### src/rtl/lzfd_pkg.sv
// ----------------------------------------------------------------------------
// lzfd_pkg
// Shared types and constants of the LZ flag-bit decompressor.
// ----------------------------------------------------------------------------
package lzfd_pkg;

    localparam int WIN_AW   = 12;
    localparam int WIN_DEPTH = 1 << WIN_AW;
    localparam int CNT_W    = 19;
    localparam int LEN_W    = 9;

    localparam logic [CNT_W-1:0] MAX_OUT_RESET = CNT_W'(262144);

    typedef enum logic [1:0] {
        ERR_NONE     = 2'd0,
        ERR_DIST     = 2'd1,
        ERR_ZERO_EXT = 2'd2,
        ERR_TRUNC    = 2'd3
    } err_t;

    // one transaction's worth of control, from the parser to the output stage
    typedef struct packed {
        logic              ov;
        logic              copy;
        logic [7:0]        lit;
        logic [WIN_AW-1:0] waddr;
        logic [WIN_AW-1:0] raddr;
        logic              taken;
        logic              done;
        err_t              err;
    } item_t;

endpackage

### src/rtl/lzfd_parser.sv
// ----------------------------------------------------------------------------
// lzfd_parser
// Token parser and copy sequencer: flag bits, token fields, window pointer,
// output count, limit check and error state. One decision per transaction.
// ----------------------------------------------------------------------------
module lzfd_parser (
    input  logic                       aclk,
    input  logic                       aresetn,
    input  logic                       cfg_we,
    input  logic [lzfd_pkg::CNT_W-1:0] cfg_wdata,
    input  logic                       accept,
    input  logic [7:0]                 in_byte,
    input  logic                       in_valid,
    input  logic                       in_last,
    output lzfd_pkg::item_t            item
);

    typedef enum logic [3:0] {
        PH_BIT1 = 4'b0001,
        PH_BIT2 = 4'b0010,
        PH_LO   = 4'b0100,
        PH_EXT  = 4'b1000
    } phase_t;

    typedef enum logic [2:0] {
        OP_FLAG,
        OP_LIT,
        OP_SHORT,
        OP_HI,
        OP_LO,
        OP_EXT
    } op_t;

    localparam int AW = lzfd_pkg::WIN_AW;
    localparam int CW = lzfd_pkg::CNT_W;
    localparam int LW = lzfd_pkg::LEN_W;

    logic [CW-1:0]   max_reg;
    logic [AW-1:0]   wp_reg,    wp_next;
    logic [CW-1:0]   prod_reg,  prod_next;
    logic [7:0]      flag_reg,  flag_next;
    logic [3:0]      left_reg,  left_next;
    phase_t          phase_reg, phase_next;
    logic [7:0]      pend_reg,  pend_next;
    logic [AW-1:0]   dist_reg,  dist_next;
    logic [LW-1:0]   rem_reg,   rem_next;
    logic            ended_reg, ended_next;
    logic            done_reg,  done_next;
    lzfd_pkg::err_t  err_reg,   err_next;

    logic [7:0]      f;
    logic [3:0]      n;
    phase_t          ph;
    op_t             op;
    logic            sc_en;
    logic [AW-1:0]   sc_dlow;
    logic [LW-1:0]   sc_len;
    logic [AW:0]     sc_dist;
    logic [AW-1:0]   lo_dlow;

    always_comb begin
        wp_next    = wp_reg;
        prod_next  = prod_reg;
        flag_next  = flag_reg;
        left_next  = left_reg;
        phase_next = phase_reg;
        pend_next  = pend_reg;
        dist_next  = dist_reg;
        rem_next   = rem_reg;
        ended_next = ended_reg;
        done_next  = done_reg;
        err_next   = err_reg;

        f       = flag_reg;
        n       = left_reg;
        ph      = phase_reg;
        op      = OP_FLAG;
        sc_en   = 1'b0;
        sc_dlow = '0;
        sc_len  = '0;
        sc_dist = '0;
        lo_dlow = AW'(0) - {pend_reg[3:0], in_byte};

        item       = '0;
        item.waddr = wp_reg;
        item.raddr = wp_reg - dist_reg;

        if (!done_reg) begin
            if (rem_reg != '0) begin
                if (prod_reg >= max_reg) begin
                    err_next  = lzfd_pkg::ERR_TRUNC;
                    done_next = 1'b1;
                    rem_next  = '0;
                end else begin
                    item.ov   = 1'b1;
                    item.copy = 1'b1;
                    wp_next   = wp_reg + AW'(1);
                    prod_next = prod_reg + CW'(1);
                    rem_next  = rem_reg - LW'(1);
                end
            end else if (in_valid && !ended_reg) begin
                item.taken = 1'b1;
                if (in_last) begin
                    ended_next = 1'b1;
                end

                unique case (phase_reg)
                    PH_BIT1: begin
                        if (n == 4'd0) begin
                            op = OP_FLAG;
                        end else if (f[0]) begin
                            f  = f >> 1;
                            n  = n - 4'd1;
                            op = OP_LIT;
                        end else begin
                            f  = f >> 1;
                            n  = n - 4'd1;
                            ph = PH_BIT2;
                            if (n == 4'd0) begin
                                op = OP_FLAG;
                            end else begin
                                op = f[0] ? OP_SHORT : OP_HI;
                                f  = f >> 1;
                                n  = n - 4'd1;
                            end
                        end
                    end
                    PH_BIT2: begin
                        if (n == 4'd0) begin
                            op = OP_FLAG;
                        end else begin
                            op = f[0] ? OP_SHORT : OP_HI;
                            f  = f >> 1;
                            n  = n - 4'd1;
                        end
                    end
                    PH_LO:   op = OP_LO;
                    PH_EXT:  op = OP_EXT;
                    default: op = OP_FLAG;
                endcase

                flag_next = f;
                left_next = n;

                unique case (op)
                    OP_FLAG: begin
                        flag_next  = in_byte;
                        left_next  = 4'd8;
                        phase_next = ph;
                    end
                    OP_LIT: begin
                        phase_next = PH_BIT1;
                        if (prod_reg >= max_reg) begin
                            err_next  = lzfd_pkg::ERR_TRUNC;
                            done_next = 1'b1;
                            rem_next  = '0;
                        end else begin
                            item.ov   = 1'b1;
                            item.lit  = in_byte;
                            wp_next   = wp_reg + AW'(1);
                            prod_next = prod_reg + CW'(1);
                        end
                    end
                    OP_SHORT: begin
                        phase_next = PH_BIT1;
                        sc_en      = 1'b1;
                        sc_dlow    = AW'(7'd64 - {1'b0, in_byte[5:0]});
                        sc_len     = LW'(in_byte[7:6]) + LW'(2);
                    end
                    OP_HI: begin
                        pend_next  = in_byte;
                        phase_next = PH_LO;
                    end
                    OP_LO: begin
                        if (pend_reg[7:4] == 4'd0) begin
                            dist_next  = lo_dlow;
                            phase_next = PH_EXT;
                        end else begin
                            phase_next = PH_BIT1;
                            sc_en      = 1'b1;
                            sc_dlow    = lo_dlow;
                            sc_len     = LW'(pend_reg[7:4]) + LW'(2);
                        end
                    end
                    OP_EXT: begin
                        phase_next = PH_BIT1;
                        if (in_byte == 8'd0) begin
                            err_next  = lzfd_pkg::ERR_ZERO_EXT;
                            done_next = 1'b1;
                            rem_next  = '0;
                        end else begin
                            sc_en   = 1'b1;
                            sc_dlow = dist_reg;
                            sc_len  = LW'(in_byte) + LW'(2);
                        end
                    end
                    default: phase_next = PH_BIT1;
                endcase

                // distance zero encodes a full window
                sc_dist = (sc_dlow == '0) ? (AW+1)'(lzfd_pkg::WIN_DEPTH) : {1'b0, sc_dlow};
                if (sc_en) begin
                    if (CW'(sc_dist) > prod_reg) begin
                        err_next  = lzfd_pkg::ERR_DIST;
                        done_next = 1'b1;
                        rem_next  = '0;
                    end else begin
                        dist_next = sc_dlow;
                        rem_next  = sc_len;
                    end
                end
            end

            if (!done_next && ended_next && rem_next == '0) begin
                done_next = 1'b1;
            end
        end

        item.done = done_next;
        item.err  = err_next;
    end

    always_ff @(posedge aclk) begin
        if (!aresetn) begin
            max_reg   <= lzfd_pkg::MAX_OUT_RESET;
            wp_reg    <= '0;
            prod_reg  <= '0;
            flag_reg  <= '0;
            left_reg  <= '0;
            phase_reg <= PH_BIT1;
            pend_reg  <= '0;
            dist_reg  <= '0;
            rem_reg   <= '0;
            ended_reg <= 1'b0;
            done_reg  <= 1'b0;
            err_reg   <= lzfd_pkg::ERR_NONE;
        end else begin
            if (cfg_we) begin
                max_reg <= cfg_wdata;
            end
            if (accept) begin
                wp_reg    <= wp_next;
                prod_reg  <= prod_next;
                flag_reg  <= flag_next;
                left_reg  <= left_next;
                phase_reg <= phase_next;
                pend_reg  <= pend_next;
                dist_reg  <= dist_next;
                rem_reg   <= rem_next;
                ended_reg <= ended_next;
                done_reg  <= done_next;
                err_reg   <= err_next;
            end
        end
    end

endmodule

### config.mk
export PLATFORM = sky130hd
export DESIGN_NAME = lzfd_parser
export DESIGN_NICKNAME = d
export VERILOG_FILES = /design/src/rtl/lzfd_pkg.sv /design/src/rtl/lzfd_parser.sv
export SDC_FILE = /design/constraint.sdc
export NUM_CORES = 1
export LEC_CHECK = 0
export BUFFER_PORTS_ARGS = -buffer_cell sky130_fd_sc_hd__buf_4
export CAP_MARGIN = 10
export CELL_PAD_IN_SITES_DETAIL_PLACEMENT = 0
export CELL_PAD_IN_SITES_GLOBAL_PLACEMENT = 1
export CORE_AREA = 2 2 159 99
export DETAILED_ROUTE_END_ITERATION = 10
export DIE_AREA = 0 0 161 101
export MAX_ROUTING_LAYER = met4
export PLACE_DENSITY = 0.82
export SYNTH_ARGS = -nofsm -noshare
export SYNTH_HDL_FRONTEND = slang
export SYNTH_SLANG_ARGS = --single-unit
### constraint.sdc
create_clock -name aclk -period 21.8 [get_ports aclk]
set_input_delay 4.36 -clock aclk [delete_from_list [all_inputs] [get_ports aclk]]
set_output_delay 4.36 -clock aclk [all_outputs]
set_load 0.005 [all_outputs]
# Word-level counts from Yosys, hierarchy flattened
# Cells that the tools add are included.
[op_classes]
addsub = 11
n_mul = 0
div = 0
magnitude_cmp = 2
eq_ne = 14
shifts = 0
mux = 100
bitwise = 2
reduce_logical = 22
[ops]
columns = ["op", "count"]
rows = [
  ["12-bit 2-to-1 mux", 13],
  ["9-bit 2-to-1 mux", 9],
  ["19-bit 2-to-1 mux", 4],
  ["8-bit 2-to-1 mux", 7],
  ["4-bit 2-to-1 mux", 9],
  ["12-bit one-hot mux with 3 select lines", 1],
  ["1-bit 2-to-1 mux", 28],
  ["9-bit one-hot mux with 3 select lines", 1],
  ["2-bit 2-to-1 mux", 12],
  ["19-bit by 1-bit adder with 19-bit output (second input constant)", 1],
  ["19-bit greater-or-equal comparator", 1],
  ["13-bit by 19-bit > comparator with 1-bit output", 1],
  ["9-bit one-hot mux with 2 select lines", 1],
  ["8-bit one-hot mux with 2 select lines", 1],
  ["7-bit 2-to-1 mux", 2],
  ["7-bit AND reduction", 2],
  ["13-bit 2-to-1 mux", 1],
  ["12-bit by 1-bit adder with 12-bit output (second input constant)", 1],
  ["12-bit logical NOT", 1],
  ["4-bit logical NOT", 3],
  ["3-bit one-hot mux with 4 select lines", 1],
  ["4-bit one-hot mux with 3 select lines", 1],
  ["1-bit by 12-bit subtractor with 12-bit output (first input constant)", 1],
  ["12-bit subtractor", 1],
  ["35 further kinds", 48],
]
[totals]
register_bits = 99
latch_bits = 0
ram_bits = 0
mem_bits_ro = 0
inputBits = 33
out_inout_bits = 38
memories = 0

# Longest topological paths before layout
# Gate-level depths: netlist (run 1).
[logic_depth]
ltp_word = 27
mapped_depth = 23

# Least setup slack after synthesis (run 1)
# Ideal clock, no wire load.
[synth_timing]
kind = "input-to-output"
start = "in in_byte[4]"
end = "out item[2] (netlist name)"
arrival_time_ps = 8675
required_ps = 17440
path_slack_ps = 8765
stages = 20
cell_sequence = "buf_2 > nor3_1 > nor2b_1 > nor3b_1 > nand2b_1 > clkbuf_1 > o21ai_0 > nor4_1 > and3_1 > ha_1 > o21ai_0 > a2111oi_4 > o31ai_2 > o31ai_4 > nor3_1 > or4_1 > nor4b_2 > o211ai_1 > nand2_1 > buf_4"
[synth_via]
elab_chain_len = 19
[synth_rtl]
columns = ["element", "line", "rtl"]
rows = [
  ["start, declared", "lzfd_parser.sv:12", "input logic [7:0] in_byte,"],
  ["parallel branches: the longest is 17 deep, another holds 13-bit by 19-bit > comparator with 1-bit output", "--", ""],
  ["1-bit 2-to-1 mux *", "lzfd_parser.sv:214", "if (!done_next && ended_next && rem_next == '0) begin"],
  ["1-bit 2-to-1 mux *", "lzfd_parser.sv:88", "if (!done_reg) begin"],
  ["end, declared", "lzfd_parser.sv:15", "output lzfd_pkg::item_t item"],
]
# Mark *: on every way between the ends. The select of a mux whose other input is x is not followed.

==> out/results.env, run 1 <==
FLOP_TO_FLOP_SETUP_SLACK_NS=15.97
P_SEQ_SHARE_PCT=37.4
PATH_DELAY_FAMILY='simple AND/OR/NAND/NOR gates'
WL_PER_CELL_UM=17.17
DIEHEIGHT_UM=101
SEQ_AREA_FRAC_SYNTH_PCT=28.35
PORTBUFFERS=70
WORST_SETUP_PATH_END_KIND='primary output'
SEQCELLAREA_MM2=0.001982
CLOCK_TREE.BUFFER_DEPTH=2
FIN_CRIT_SH_PCT=63.89
NUMPLACEDINSTANCES=1119
SYNTH_EDF_COUNT=0
CRIT_SLOWEST_CELL='nor3b_1'
CP.ARRIVAL_NS=9.57
REG2REG_FROM='left_reg[1]$_SDFFE_PN0P_'
YS.WARNINGS.COUNT=0
LEAKAGEPOWER_nW=3.164
YOSYSTOPAREACELLSHARE_PCT=28.35
POWER.TOTAL_W=0.0005412
POSTROUTEWIRELENGTH_UM=19490
MAXSLEWVIOLCOUNT=0
CRITICAL_PATH.REG2REG.ENDPOINT='dist_reg[1]$_SDFFE_PN0P_'
CTS.ROOT.BUFFER_CELL='clkbuf_16'
GP_CONGESTION=0.9389
P_COMB_SHARE_PCT=30.6
POST_DP_HPWL_UM=14910
FIN_CELLS=1135
POWER_SWITCHING_W=0.0001873
STATUS='completed'
SYN_AREA_MM2=0.006992
SETUP_TOTAL_NEGATIVE_SLACK_NS=0
CLOCK_TRANSITION_AT_THE_REGISTERS_OF_THE_REPORTED_PATHS_NS=0.08
CLOCK_TREE_FROM_TRITONCTS='yes'
PORTS_PLACED_ON_THE_BOUNDARY=71
WORST_HOLD_STARTPOINT='flag_reg[2]$_SDFFE_PN0P_'
VIA_COUNT=6384
SYNTH-MAIN-FF-CELL='dfxtp_1'
SYNTH_TOP_CELLS_BY_AREA='dfxtp_1, ha_1, xnor2_1, nand2_1, o21ai_0'
TIMING.HOLD.WORST.CLASS='reg -> reg'
PATH_CELLS='buf_4, inv_1, ha_1, nand2b_1, nor2b_1, nor3b_1, nand2b_1, o21ai_0, nor4_1, and3_1, ha_1, o21ai_0, a2111oi_4, o31ai_2, o31ai_4, nor3_1, or4_1, nor4b_2, o211ai_1, nand2_1, buf_4'
INSERTION_DELAY_NS=0.36
MIN_PERIOD_NS=13.93
SHARE_CLK_OF_TOTAL_POWER_PCT=32.0
LAYOUT-DRIVE-GT1-SHARE_PCT=12.23
TRITONCTS_NUM_SINKS=99
SYN_INST=877
CLOCK-SKEW-FINAL_NS=0.01088
HTREE_LEVELS=3
HOLD_END='flag_reg[2]$_SDFFE_PN0P_'
CTS.REPAIR.RESIZED=0
WORST_R2R_PATH_DEPTH=20
CRITICAL_PATH_REQUIRED_NS=17.44
WORST-SETUP-PATH-TYPE='in -> out'
NETSWITCHINGFRACTION_PCT=34.61
GRT.TOTAL_USAGE_PCT=25.24
POSTPLACECELLAREA_MM2=0.007665
REPORT.FINAL.HOLD_VIOL_COUNT=0
NUMBER_OF_ITERATIONS_IN_THE_FIRST_DETAILED_ROUTING_PASS=5
SYN_AREA_PER_CELL_UM2=7.972
DIEWIDTH_UM=161
LARGEST_AREA_CONTRIBUTOR_IN_THE_SYNTHESIZED_NETLIST='dfxtp_1'
DIE_AREA_MM2=0.01626
FLOORPLAN.INITIALDENSITY_PCT=46.96
MULTIINPUTGATEAREA_MM2=0.004614
GRT_REMAINING_OVERFLOW=0
UNREPAIRED_SETUP_ENDPOINTS_AFTER_GLOBAL_ROUTING='no'
MAX_FCLK_GHz=0.07179
TIMING.CRITICAL_PATH.FROM_TYPE='input port'
CRITPATHBUFINV=3
ANTENNA_FOUND_INITIAL=0
SYNTH.DISTINCT_CELLS=67
INITIALDRTVIOLATIONCOUNT=626
FIN_NETS=1015
CPPEAKSTAGEDELAY_NS=0.55
NUM_ROWS=35
SETUP_SLACK_NS=7.871
FINAL_CELL_AREA_MM2=0.007984
RELSLEWSLACK_PCT=21.29
INSERTEDDIODECOUNT=0
POWER-PER-CELL-AREA_mW_PER_MM2=67.78
MAXCAPVIOLATIONS=0
DESIGN.CORE.AREA_MM2=0.01489
SETUP-VIOLATIONS-FINAL=0
WORSTMARGINPINSLEW_NS=1.164
YS_FF_LATCH=99
POWER.IR.VDD_WORST_uV=37.78
WORSTHOLDPATHCELLS=2
WORST-PATH-MAX-FANOUT=13
FINAL_ANTENNA_NET_COUNT=0
GRT_PASS1_WL_UM=31230
NFILLCELLS=1448
PLACEMENT.SETUP.WORST_SLACK_NS=7.903
POSTSYNTHNETCOUNT=965
LAYOUT-AREA-OVERHEAD-VS-SYNTH_PCT=14.19
GRT_PASS1_VIAS=5605
VIAS_PER_CELL=5.625
CTS_SETUP_BUFFERS=0
CELLINTERNALPOWER_W=0.0003539
DRT_DRC=0
CTS_INSERTED_BUFFERS=9
PROPORTION_OF_SYNTHESIZED_FLIP_FLOPS_HAVING_ASYNCHRONOUS_SET_OR_RESET_PCT=0
GRT_MAX_DEGREE=101
POSTCTSHOLDBUFS=0
power groups by stage:
stage	clock network (W)	registers, W	logic [W]
4_1_cts	0.000177	0.000202	0.000164
3_3_place_gp	0	0.000206	0.000164
2_1_floorplan	0	0.000203	0.000113
6_report	0.000173	0.000202	0.000166
3_5_place_dp	0	0.000206	0.000163
5_1_grt	0.000185	0.000204	0.000183
how the worst max path moves through the flow:
stage,from,depth (start not counted),end
global placement,in_byte[1],21,item[2]
CTS,in_byte[1],21,item[2]
detailed placement,in_byte[1],21,item[2]
floorplan,in_byte[4],20,item[2]
finish,in_byte[1],21,item[2]
global route,in_byte[1],21,item[2]
stage by stage:
stage                     hold slack [ns]  util, %
after global routing               0.5149    53.62
after floorplan                    0.4410        -
after CTS                          0.4942    53.62
final                              0.4873    53.62
after global placement             0.4556    51.48
after detailed placement           0.4851    51.48
cell usage in the layout (no fill, tap or decap), types with 3 or more instances in the layout:
cell type / n
o211ai_1: 9
nor3b_1: 7
mux2i_1: 26
or2_2: 3
nand3_1: 32
o21a_1: 3
or4_1: 3
nand2b_1: 7
ha_1: 54
or4b_2: 3
or3_1: 5
and4_1: 3
nor2_1: 46
a21oi_1: 39
inv_1: 65
nand4_1: 12
a21boi_0: 26
a22o_1: 3
o221a_2: 6
clkbuf_16: 9
and2_1: 41
a211oi_1: 4
o21ai_1: 4
nand2_1: 85
xor2_1: 15
nor2b_1: 32
o21ai_0: 53
a21o_1: 7
a31oi_1: 6
nor4b_1: 3
xnor2_1: 45
and3_1: 13
nor3_1: 23
nor4_1: 6
o22ai_1: 10
dfxtp_1: 99
o22a_1: 9
buf_4: 76
cell type report:
cell class	instances	share of cell area, %
flip-flops and latches	99	24.82
inverters	65	3.056
clock inverters	7	1.175
repair buffers	76	7.146
clock buffers	9	2.821
well taps	203	3.181
multi-input cells	676	57.80
synth_stat cells, types with 28 or more instances:
master    count
clkbuf_1     28
xnor2_1      45
nor2b_1      32
nand2_1      85
a21oi_1      39
nor2_1       46
inv_1        65
and2_1       41
dfxtp_1      99
nand3_1      32
o21ai_0      53
ha_1         54
worst reg2reg max path, delay by kind of cell (launching register included):
family | cells | cell delay [ns]
AO/OA/AOI/OAI | 10 | 2.61
adder cells (fa/ha/maj) | 2 | 0.37
buffers and inverters | 1 | 0.14
flip-flops | 1 | 0.32
AND/OR/NAND/NOR | 7 | 2.26
logic make-up after synthesis:
logic type / count (synthesis) / synth area share (%)
simple gates: 336 / 25.77
xor+xnor: 60 / 7.516
flops: 99 / 28.35
mux: 26 / 3.722
buf+inv: 102 / 5.655
compound gates: 199 / 19.04
fa+ha+maj: 55 / 9.950
layer usage:
layer | wire, µm | part of all wire [%] | global-route usage [%] | up-vias
li1 | - | - | - | 3196
met1 | 10680 | 55 | 40.58 | 2953
met2 | 6831 | 35 | 30.27 | 227
met3 | 1856 | 9.5 | 6.294 | 8
met4 | 125 | 0.64 | 4.396 | 0
met5 | 0 | 0 | - | -
No activity file was read; power rests on OpenSTA's default activity.
==> run 2: changes to the inputs <==
- ABC_AREA: default -> 1
- CORE_AREA: 2 2 159 99 -> 2 2 179 111
- DIE_AREA: 0 0 161 101 -> 0 0 181 113
- PLACE_DENSITY: 0.82 -> 0.74
- clock period: 21.8 -> 12.6 ns (I/O delays scaled with it)
==> run 2 against run 1 <==
Compared with the run above: register-to-register slack got worse by 8.0 ns; first-iteration DRC count shrank 9.7%; clock skew down 0.0034 ns; critical endpoint unchanged; total power is 67% higher; non-clock buffer count is 5 lower.
==> out/results.env, run 2 <==
WL_PER_CELL_UM=15.10  # -12%
DRT_DRC=0  # unchanged
REPORT.FINAL.HOLD_VIOL_COUNT=0  # unchanged
POST_DP_HPWL_UM=16000  # +7.3%
CP.ARRIVAL_NS=6.86  # -2.71 ns
CLOCK_TREE.BUFFER_DEPTH=2  # unchanged
HTREE_LEVELS=3  # unchanged
FLOORPLAN.INITIALDENSITY_PCT=38.51  # -8.4 points
FIN_NETS=1231  # +21%
SETUP_TOTAL_NEGATIVE_SLACK_NS=0  # unchanged
SYNTH_EDF_COUNT=0  # unchanged
WORST-SETUP-PATH-TYPE='in -> out'
SEQCELLAREA_MM2=0.001982  # unchanged
INSERTEDDIODECOUNT=0  # unchanged
ANTENNA_FOUND_INITIAL=0  # unchanged
INSERTION_DELAY_NS=0.37  # about the same
UNREPAIRED_SETUP_ENDPOINTS_AFTER_GLOBAL_ROUTING='no'
GRT.TOTAL_USAGE_PCT=21.38  # -3.9 points
CLOCK_TRANSITION_AT_THE_REGISTERS_OF_THE_REPORTED_PATHS_NS=0.07  # about the same
SYN_INST=1094  # +25%
POSTSYNTHNETCOUNT=1182  # +22%
STATUS='completed'
SYNTH_TOP_FAMILY_BY_AREA='simple AND/OR/NAND/NOR gates'
DESIGN.CORE.AREA_MM2=0.01874  # +26%
NFILLCELLS=2055  # +42%
CTS_INSERTED_BUFFERS=9  # unchanged
POSTCTSHOLDBUFS=0  # unchanged
COMPOUND_GATE_FRACTION_OF_SYNTH_AREA_PCT=20.53  # +1.5 points
SYNTH-MAIN-FF-CELL='dfxtp_1'
POWER.IR.VDD_WORST_uV=66.15  # +75%
GP_CONGESTION=0.9207  # -1.9%
MOST_COMMON_LIBRARY_CELLS_AFTER_SYNTHESIS='nand2_1, inv_1, a21oi_1'
CTS_SETUP_BUFFERS=0  # unchanged
SYNTH.DISTINCT_CELLS=47  # -30%
WORST-PATH-MAX-FANOUT=14  # +1
SYNTH_TOP_CELLS_BY_AREA='dfxtp_1, nand2_1, ha_1, inv_1, a21oi_1'
DIEWIDTH_UM=181  # +12%
YS_FF_LATCH=99  # unchanged
LEAKAGEPOWER_nW=3.682  # +16%
CTS.REPAIR.RESIZED=0  # unchanged
YS.WARNINGS.COUNT=0  # unchanged
LARGEST_AREA_CONTRIBUTOR_IN_THE_SYNTHESIZED_NETLIST='dfxtp_1'
CTS.ROOT.BUFFER_CELL='clkbuf_16'
NUM_ROWS=39  # +11%
CLOCK-SKEW-FINAL_NS=0.007521  # -0.003363 ns
LAYOUT-DRIVE-GT1-SHARE_PCT=12.11  # -0.12 points
WORSTMARGINPINSLEW_NS=0.9230  # -0.2413 ns
PROPORTION_OF_SYNTHESIZED_FLIP_FLOPS_HAVING_ASYNCHRONOUS_SET_OR_RESET_PCT=0  # unchanged
SYNTHSIMPLEGATEAREAFRAC_PCT=27.43  # +1.7 points
DIE_AREA_MM2=0.02045  # +26%
SEQ_AREA_FRAC_SYNTH_PCT=27.47  # -0.88 points
MAXCAPVIOLATIONS=0  # unchanged
MULTIINPUTGATEAREA_MM2=0.004402  # -4.6%
DIEHEIGHT_UM=113  # +12%
GRT_REMAINING_OVERFLOW=0  # unchanged
FIN_CRIT_SH_PCT=74.44
POSTROUTEWIRELENGTH_UM=21050  # +8.0%
ADDER_CELL_SHARE_OF_THE_SYNTHESIZED_AREA_PCT=9.641  # -0.31 points
INITIALDRTVIOLATIONCOUNT=565  # -9.7%
MIN_PERIOD_NS=9.379
TIMING.HOLD.WORST.CLASS='reg -> reg'
LAYOUT-AREA-OVERHEAD-VS-SYNTH_PCT=14.41
NUMBER_OF_ITERATIONS_IN_THE_FIRST_DETAILED_ROUTING_PASS=5  # unchanged
GRT_PASS1_VIAS=6231  # +11%
MAXSLEWVIOLCOUNT=0  # unchanged
RELSLEWSLACK_PCT=38.24  # +17 points
HOLD_WS_NS=0.4665  # -0.02075 ns
POWER-PER-CELL-AREA_mW_PER_MM2=109.7  # +62%
VIA_COUNT=7204  # +13%
TIMING.CRITICAL_PATH.FROM_TYPE='input port'
PORTBUFFERS=70  # unchanged
POST_SYNTH_XOR_AREA_FRACTION_PCT=3.399  # -4.1 points
GRT_PASS1_WL_UM=33800  # +8.2%
TRITONCTS_NUM_SINKS=99  # unchanged
LAYOUT_COMMONEST_CELL='nand2_1'
SETUP-VIOLATIONS-FINAL=0  # unchanged
CLOCK_TREE_FROM_TRITONCTS='yes'
CRITICAL_PATH_REQUIRED_NS=10.08  # -7.36 ns
SYN_AREA_PER_CELL_UM2=6.596  # -17%
SYNTH.MUX.AREA_FRACTION_PCT=0  # -3.7 points
MAX_FCLK_GHz=0.1066
GRT_MAX_DEGREE=59  # -42%
PORTS_PLACED_ON_THE_BOUNDARY=71  # unchanged
MOST-COMMON-LAYOUT-CELLS='nand2_1, inv_1, a21oi_1'
SYN_AREA_MM2=0.007216  # +3.2%
VIAS_PER_CELL=5.168  # -8.1%
FINAL_ANTENNA_NET_COUNT=0  # unchanged
LIBRARY_CELL_WITH_THE_HIGHEST_INSTANCE_COUNT_AFTER_SYNTHESIS='nand2_1'
YOSYSTOPAREACELLSHARE_PCT=27.47  # -0.88 points
WORST_SETUP_PATH_END_KIND='primary output'
-- run 2: changes by cell type in the layout (fill, tap and decap cells not counted), sizes merged, moves of 40 or more --
cell / delta
o21ai: +40
a21oi: +72
nand2: +132
and2: -40
nor2: +42
inv: +114
-- run 2: metrics by stage --
step | power, W | cells | utilization, % | instance area [µm²] | setup slack, ns
2_1_floorplan | 0.0005153 | 1094 | - | 7216 | 4.365
3_3_place_gp | 0.0005920 | 1378 | 42.25 | 7918 | 3.430
3_5_place_dp | 0.0005900 | 1378 | 42.25 | 7918 | 3.328
4_1_cts | 0.0009119 | 1394 | 44.06 | 8255 | 3.312
5_1_grt | 0.0009587 | 1394 | 44.06 | 8255 | 2.731
6_report | 0.0009056 | 1394 | 44.06 | 8255 | 3.221
-- run 2: final cells by class --
cell class / count / share of cell area (%)
Multi-Input combinational cell: 778 / 53.32
Sequential cell: 99 / 24.01
Inverter: 184 / 8.396
Timing Repair Buffer: 71 / 6.456
Tap cell: 246 / 3.728
Clock buffer: 11 / 3.062
Clock inverter: 5 / 1.031
-- run 2: critical path: stages --
cell	delay, ns
buf_4	0.11
inv_1	0.21
ha_1	0.26
nand4_1	0.19
nor3_2	0.18
inv_1	0.10
nand2_1	0.38
inv_1	0.17
nand2_1	0.08
o21ai_0	0.14
nor4_1	0.34
and3_1	0.21
ha_1	0.16
a21oi_1	0.07
or3b_2	0.46
nand3_1	0.09
nand2_1	0.25
nand2_1	0.16
nand2_1	0.06
nand2_1	0.07
nand2_1	0.07
nor2_1	0.09
nand2_1	0.11
nor2_1	0.10
nand2_1	0.07
nand2_1	0.08
buf_4	0.11
-- run 2: path summary, 6_finish.rpt --
path | from | endpoint | slack [ns] | cells past startpoint
worst max-delay path | in_byte[1] | item[2] | 3.22 | 27
worst min-delay path | dist_reg[2]$_SDFFE_PN0P_ | dist_reg[2]$_SDFFE_PN0P_ | 0.47 | 2
worst max register to register | left_reg[0]$_SDFFE_PN0P_ | dist_reg[5]$_SDFFE_PN0P_ | 7.96 | 24
worst min register to register | dist_reg[2]$_SDFFE_PN0P_ | dist_reg[2]$_SDFFE_PN0P_ | 0.47 | 2
-- run 2: kinds of logic after synthesis --
| kind of cell | count (synthesis) |
|---|---|
| adder cells (fa/ha/maj) | 55 |
| flip-flops | 99 |
| buffers and inverters | 217 |
| AND/OR/NAND/NOR | 427 |
| XOR/XNOR | 28 |
| AO/OA/AOI/OAI | 268 |
-- run 2: layer usage --
metal / GRT usage (%) / vias to the layer above / wire [µm]
li1: - / 3734 / -
met1: 33.82 / 3259 / 11700
met2: 27.00 / 197 / 7791
met3: 4.248 / 14 / 1317
met4: 4.282 / 0 / 239
met5: - / - / 0
-- run 2: power breakdown --
| group | switching, W | internal [W] | total [W] |
|---|---|---|---|
| logic | 0.000159 | 0.0000892 | 0.000248 |
| registers | 0.0000115 | 0.000326 | 0.000338 |
| clock network | 0.000134 | 0.000186 | 0.000320 |
